===== config.mk =====
export PLATFORM = sky130hd
export DESIGN_NAME = ogsc_div
export DESIGN_NICKNAME = d
export VERILOG_FILES = /design/src/design/ogsc_pkg.sv /design/src/design/ogsc_div.sv
export VERILOG_INCLUDE_DIRS = /design/src /design/src/design
export SDC_FILE = /design/constraint.sdc
export NUM_CORES = 1
export LEC_CHECK = 0
export ABC_AREA = 1
export ABC_CLOCK_PERIOD_IN_PS = 2300
export BUFFER_PORTS_ARGS = -buffer_cell sky130_fd_sc_hd__buf_2
export CORE_ASPECT_RATIO = 0.5
export CORE_MARGIN = 2
export CORE_UTILIZATION = 40
export CTS_CLUSTER_DIAMETER = 200
export DETAILED_ROUTE_END_ITERATION = 7
export PLACE_DENSITY = 0.69
export SLEW_MARGIN = 20
export SYNTH_ARGS = -nofsm -noshare
export SYNTH_HDL_FRONTEND = slang
export SYNTH_SLANG_ARGS = --single-unit

===== constraint.sdc =====
create_clock -name clk -period 2.3 [get_ports clk]
set_input_delay 0.115 -clock clk [delete_from_list [all_inputs] [get_ports clk]]
set_output_delay 0.115 -clock clk [all_outputs]
set_load 0.1 [all_outputs]

===== src/design/occupancy_grid_segment_collision_assert.svh =====
// assertion macros for the occupancy grid block
`ifndef OCCUPANCY_GRID_SEGMENT_COLLISION_ASSERT_SVH
`define OCCUPANCY_GRID_SEGMENT_COLLISION_ASSERT_SVH
// implication checked every clock outside reset
`define OGS_ASSERT_IMP(label, clk, rst_n, a, b) \
	label: assert property (@(posedge clk) disable iff (!rst_n) (a) |-> (b)) \
		else $error("assertion failed");
// next-cycle implication
`define OGS_ASSERT_NXT(label, clk, rst_n, a, b) \
	label: assert property (@(posedge clk) disable iff (!rst_n) (a) |=> (b)) \
		else $error("assertion failed");
`endif


===== src/design/ogsc_pkg.sv =====
// package: constants, types and codes of the occupancy grid block
package ogsc_pkg;
	localparam int DefMaxHalf = 63;
	localparam logic [1:0] OP_FRAME = 2'd0;
	localparam logic [1:0] OP_POINT = 2'd1;
	localparam logic [1:0] OP_CHECK = 2'd2;
	localparam logic [1:0] ST_UNKNOWN = 2'd0;
	localparam logic [1:0] ST_FREE = 2'd1;
	localparam logic [1:0] ST_OCCUPIED = 2'd2;
	localparam logic [1:0] REG_CELL = 2'd0;
	localparam logic [1:0] REG_HALF = 2'd1;
	localparam logic [1:0] REG_GROUND = 2'd2;
	localparam logic [1:0] REG_OVER = 2'd3;
	// request and response between sequencer and divider
	typedef struct packed {
		logic        start;
		logic [35:0] num;
		logic [17:0] den;
	} ogsc_div_req_t;
	typedef struct packed {
		logic        done;
		logic [35:0] quo;
	} ogsc_div_rsp_t;
endpackage


===== src/design/ogsc_div.sv =====
// shared floor divider, one quotient bit per cycle
module ogsc_div import ogsc_pkg::*; (
	input  logic          clk,
	input  logic          arst_n,
	input  ogsc_div_req_t req,
	output ogsc_div_rsp_t rsp
);
	logic [35:0] num_q;
	logic [35:0] quo_q;
	logic [36:0] rem_q;
	logic [17:0] den_q;
	logic        neg_q;
	logic        busy_q;
	logic        done_q;
	logic [5:0]  cnt_q;
	logic [36:0] trial;
	logic [36:0] rsh;
	logic [35:0] qn;
	logic [35:0] qf;

	assign rsh = {rem_q[35:0], num_q[35]};
	assign trial = rsh - {19'd0, den_q};
	assign qn = {quo_q[34:0], !trial[36]};
	// floor for negative: -(ceil(|n|/d)) = ~trunc((|n|-1)/d)
	assign qf = neg_q ? ~quo_q : quo_q;
	assign rsp.done = done_q;
	assign rsp.quo = qf;

	always_ff @(posedge clk or negedge arst_n) begin
		if (!arst_n) begin
			busy_q <= 1'b0;
			done_q <= 1'b0;
			cnt_q <= '0;
		end else begin
			done_q <= 1'b0;
			if (req.start) begin
				busy_q <= 1'b1;
				cnt_q <= 6'd36;
			end else if (busy_q) begin
				cnt_q <= cnt_q - 6'd1;
				if (cnt_q == 6'd1) begin
					busy_q <= 1'b0;
					done_q <= 1'b1;
				end
			end
		end
	end

	always_ff @(posedge clk) begin
		if (req.start) begin
			neg_q <= req.num[35];
			num_q <= req.num[35] ? (~req.num) : req.num;
			den_q <= req.den;
			rem_q <= '0;
			quo_q <= '0;
		end else if (busy_q) begin
			num_q <= {num_q[34:0], 1'b0};
			rem_q <= trial[36] ? rsh : trial;
			quo_q <= qn;
		end
	end

	`include "occupancy_grid_segment_collision_assert.svh"
	`OGS_ASSERT_NXT(a_div_done, clk, arst_n, busy_q && cnt_q == 6'd1, done_q)
	`OGS_ASSERT_IMP(a_div_nostart, clk, arst_n, busy_q, !req.start)
	`OGS_ASSERT_IMP(a_div_excl, clk, arst_n, done_q, !busy_q)
endmodule


==> results.cfg <==
[outcome]
outcome = finished, violations left
violations = negative setup slack

[yosys]
ys_seq_area_share_pct = 41.53
yosysTopAreaCell = edfxtp_1
synth_common_cells = nand2_1 (347), inv_1 (165), dfxtp_1 (72)
synthAdderAreaFrac_pct = 3.409
ys_warn_count = 0
synthDistinctLibCells = 38
synth-simple-area-share_pct = 25.91
synth_top_family_by_area = simple AND/OR/NAND/NOR gates
syn_area_mm2 = 0.007929
muxShareOfSynthArea_pct = 0
synth.most_common_cell = nand2_1
yosys.area_share.xor_xnor_pct = 9.610
synth_top_area_share_pct = 20.83
synth_flop_cell = dfxtp_1
synthCells = 1076
syn_nets = 1154
synth_area_leaders = edfxtp_1 (21%), dfxtp_1 (18%), nand2_1 (16%)
syn_area_per_cell_um2 = 7.369
synth_enable_flop_cells = 55
synthArstFlopShare_pct = 5.926
synth_compound_area_share_pct = 8.727
ys_seq_elements = 135

[clocking]
cts_made_buffers = 17
clk_latency_ns = 0.43
cts.sinks = 135
cts_tree = done
cts_root_buffer = clkbuf_16
htreeDepth = 4
clk_pin_slew_ns = 0.06
cts_buffer_depth = 2

[min_path]
worstHoldPathType = input port to flop

[floorplan]
io_pins = 94
die_w_um = 203.1
placeableCoreArea_mm2 = 0.01946
initial_core_util_pct = 40.75
dieHeight_um = 103.6
rows = 36
dieArea_mm2 = 0.02103

[sta]
maxSlewHeadroom_pct = 59.44
fin_crit_ns = 2.315
fin_crit_sh_pct = 100.6
skew_ns = 0.008682
fin_ws_ns = -0.01471
finalSetupViolCount = 4
hold_violations = 0
rsz0062_at_grt = true
finalMaxSlewViolations = 0
worst_pin_slew_ns = 0.6075
clock.fmax_ghz = 0.4320
whs_ns = 0.02096
setup_tns_ns = -0.02664

[placed_design]
dp_hpwl_um = 14000
placed_area_mm2 = 0.008767
gp_congestion = 0.9450
io_buffers = 93

[setup_path]
path_cells = inv_1, ha_2, inv_2, fa_2, nand3_2, nand3_4, nand3_2, nand3_2, nand2_2, nand4_1, nand2_4, clkbuf_16, nand2_1, nand3_1, o21ai_1
crit_arrival_ns = 2.62
cpMostUsedCell = nand3_2
path_delay_family = simple AND/OR/NAND/NOR gates
path_buf_inv = 3
slowest_delay_ns = 0.38
critPathLaunchType = flop
cp_data_required_time_ns = 2.61
critical_path_class = flop to flop
cp_max_fo = 6
slowest_stage = edfxtp_1
cp-end-kind = flop

[grt]
grt_max_degree = 79
grt_pass1_wl_um = 32850
antenna_found_initial = 0
grtUsageTotal_pct = 19.55
grt_pass1_vias = 6979
gr-total-overflow = 0

[drt]
drtAntennaViolNets = 0
drcViolationCount = 0
dr.pass1.iters = 5
avgViaCountPerCell = 4.852
drtIter0Drc = 539
wl_per_cell_um = 13.64
drt_wl_total_um = 20190
num_vias = 7181

[power_and_ir_drop]
power_density_mw_per_mm2 = 1216
total_leakage_power_uw = 0.004755
ir_drop_mv = 0.5868

[layout]
syn_to_final_growth_pct = 22.76
antennaDiodeCount = 0
final_nets = 1279
design_area_mm2 = 0.009733
drive_gt1_share_pct = 16.89

[job]
maxCapViolCount = 0
cell families after synthesis:
kind of cell / count (synthesis)
AOI/OAI and AO/OA: 123
buffers and inverters: 211
adders and majority gates: 21
DFF: 135
and+or+nand+nor: 499
xor gates and xnor gates: 87
report_power, final:
part           internal, µW  switching (µW)
logic                  2210            3850
registers              2920             311
clock network          1440            1090
stage by stage:
| stage | power (µW) | setup WS, ns | utilization [%] | cells |
|---|---|---|---|---|
| global route | 12670 | -0.1584 | 50.02 | 1480 |
| global placement | 8504 | 0.03921 | 45.06 | 1421 |
| detailed placement | 8592 | -0.03220 | 45.06 | 1421 |
| CTS | 11520 | -0.03561 | 49.31 | 1476 |
| finish | 11830 | -0.01471 | 50.02 | 1480 |
| floorplan | 7332 | -0.2115 | - | 1076 |
metal layers:
layer	share of wire [%]	routed length, µm	vias to the layer above	track usage (%)
li1	-	-	3640	-
met1	45	9143	3305	25.42
met2	47	9486	194	32.07
met3	5.2	1052	42	4.216
met4	2.5	506	0	7.143
met5	0	0	-	0
layout by cell type, fill, tap and decap left out, drive strengths merged:
| cell | synthesis | routed |
|---|---|---|
| a211oi | 1 | 1 |
| a21boi | 2 | 2 |
| a21oi | 29 | 29 |
| buf | 19 | 123 |
| clkbuf | 20 | 21 |
| clkinv | 3 | 8 |
| clkinvlp | 0 | 1 |
| dfrtp | 8 | 8 |
| dfxtp | 72 | 72 |
| dlygate4sd3 | 0 | 20 |
| edfxtp | 55 | 55 |
| fa | 1 | 1 |
| ha | 20 | 20 |
| inv | 169 | 176 |
| nand2 | 353 | 353 |
| nand3 | 62 | 62 |
| nand3b | 1 | 1 |
| nand4 | 18 | 18 |
| nor2 | 56 | 56 |
| nor3 | 7 | 7 |
| nor3b | 1 | 1 |
| nor4 | 1 | 1 |
| o21ai | 53 | 53 |
| o21bai | 2 | 2 |
| o22ai | 36 | 36 |
| xnor2 | 48 | 48 |
| xor2 | 39 | 39 |
worst paths after layout:
kind / from / end / slack, ns / cells after the start
max: num_q[35] / rem_q[6] / -0.01 / 15
min: req[18] / num_q[0] / 0.02 / 3
max reg2reg: num_q[35] / rem_q[6] / -0.01 / 15
min reg2reg: rem_q[10] / rem_q[10] / 0.47 / 2
max in group asynchronous: arst_n / cnt_q[1] / 2.06 / 2
min in group asynchronous: arst_n / cnt_q[5] / 0.06 / 2
state kept, by name, summed over array words and instances (netlist names):
signal  count
done_q      1
quo_q      36
num_q      36
cnt_q       6
neg_q       1
rem_q      36
den_q      18
busy_q      1
cell type report:
cell class | count | area [µm²]
Inverter | 172 | 646.9
Fill cell | 1894 | 9726
Tap cell | 266 | 332.8
Timing Repair Buffer | 145 | 1031
Clock inverter | 13 | 91.34
Clock buffer | 19 | 452.9
Multi-Input combinational cell | 730 | 3885
Sequential cell | 135 | 3293
worst min-delay path: stages:
cell	delay, ns
buf_2	0.08
xnor2_1	0.05
nor2_1	0.08
repair_timing:
item	CTS	global route
hold buffers	20	0
cloned	2	2
gates resized for setup	5	34
pin swaps	2	20
endpoints found under the setup margin	7	37
endpoints found under the hold margin	28	0
buffers inserted	1	3
Note: power is estimated with default switching activity, not from simulation.
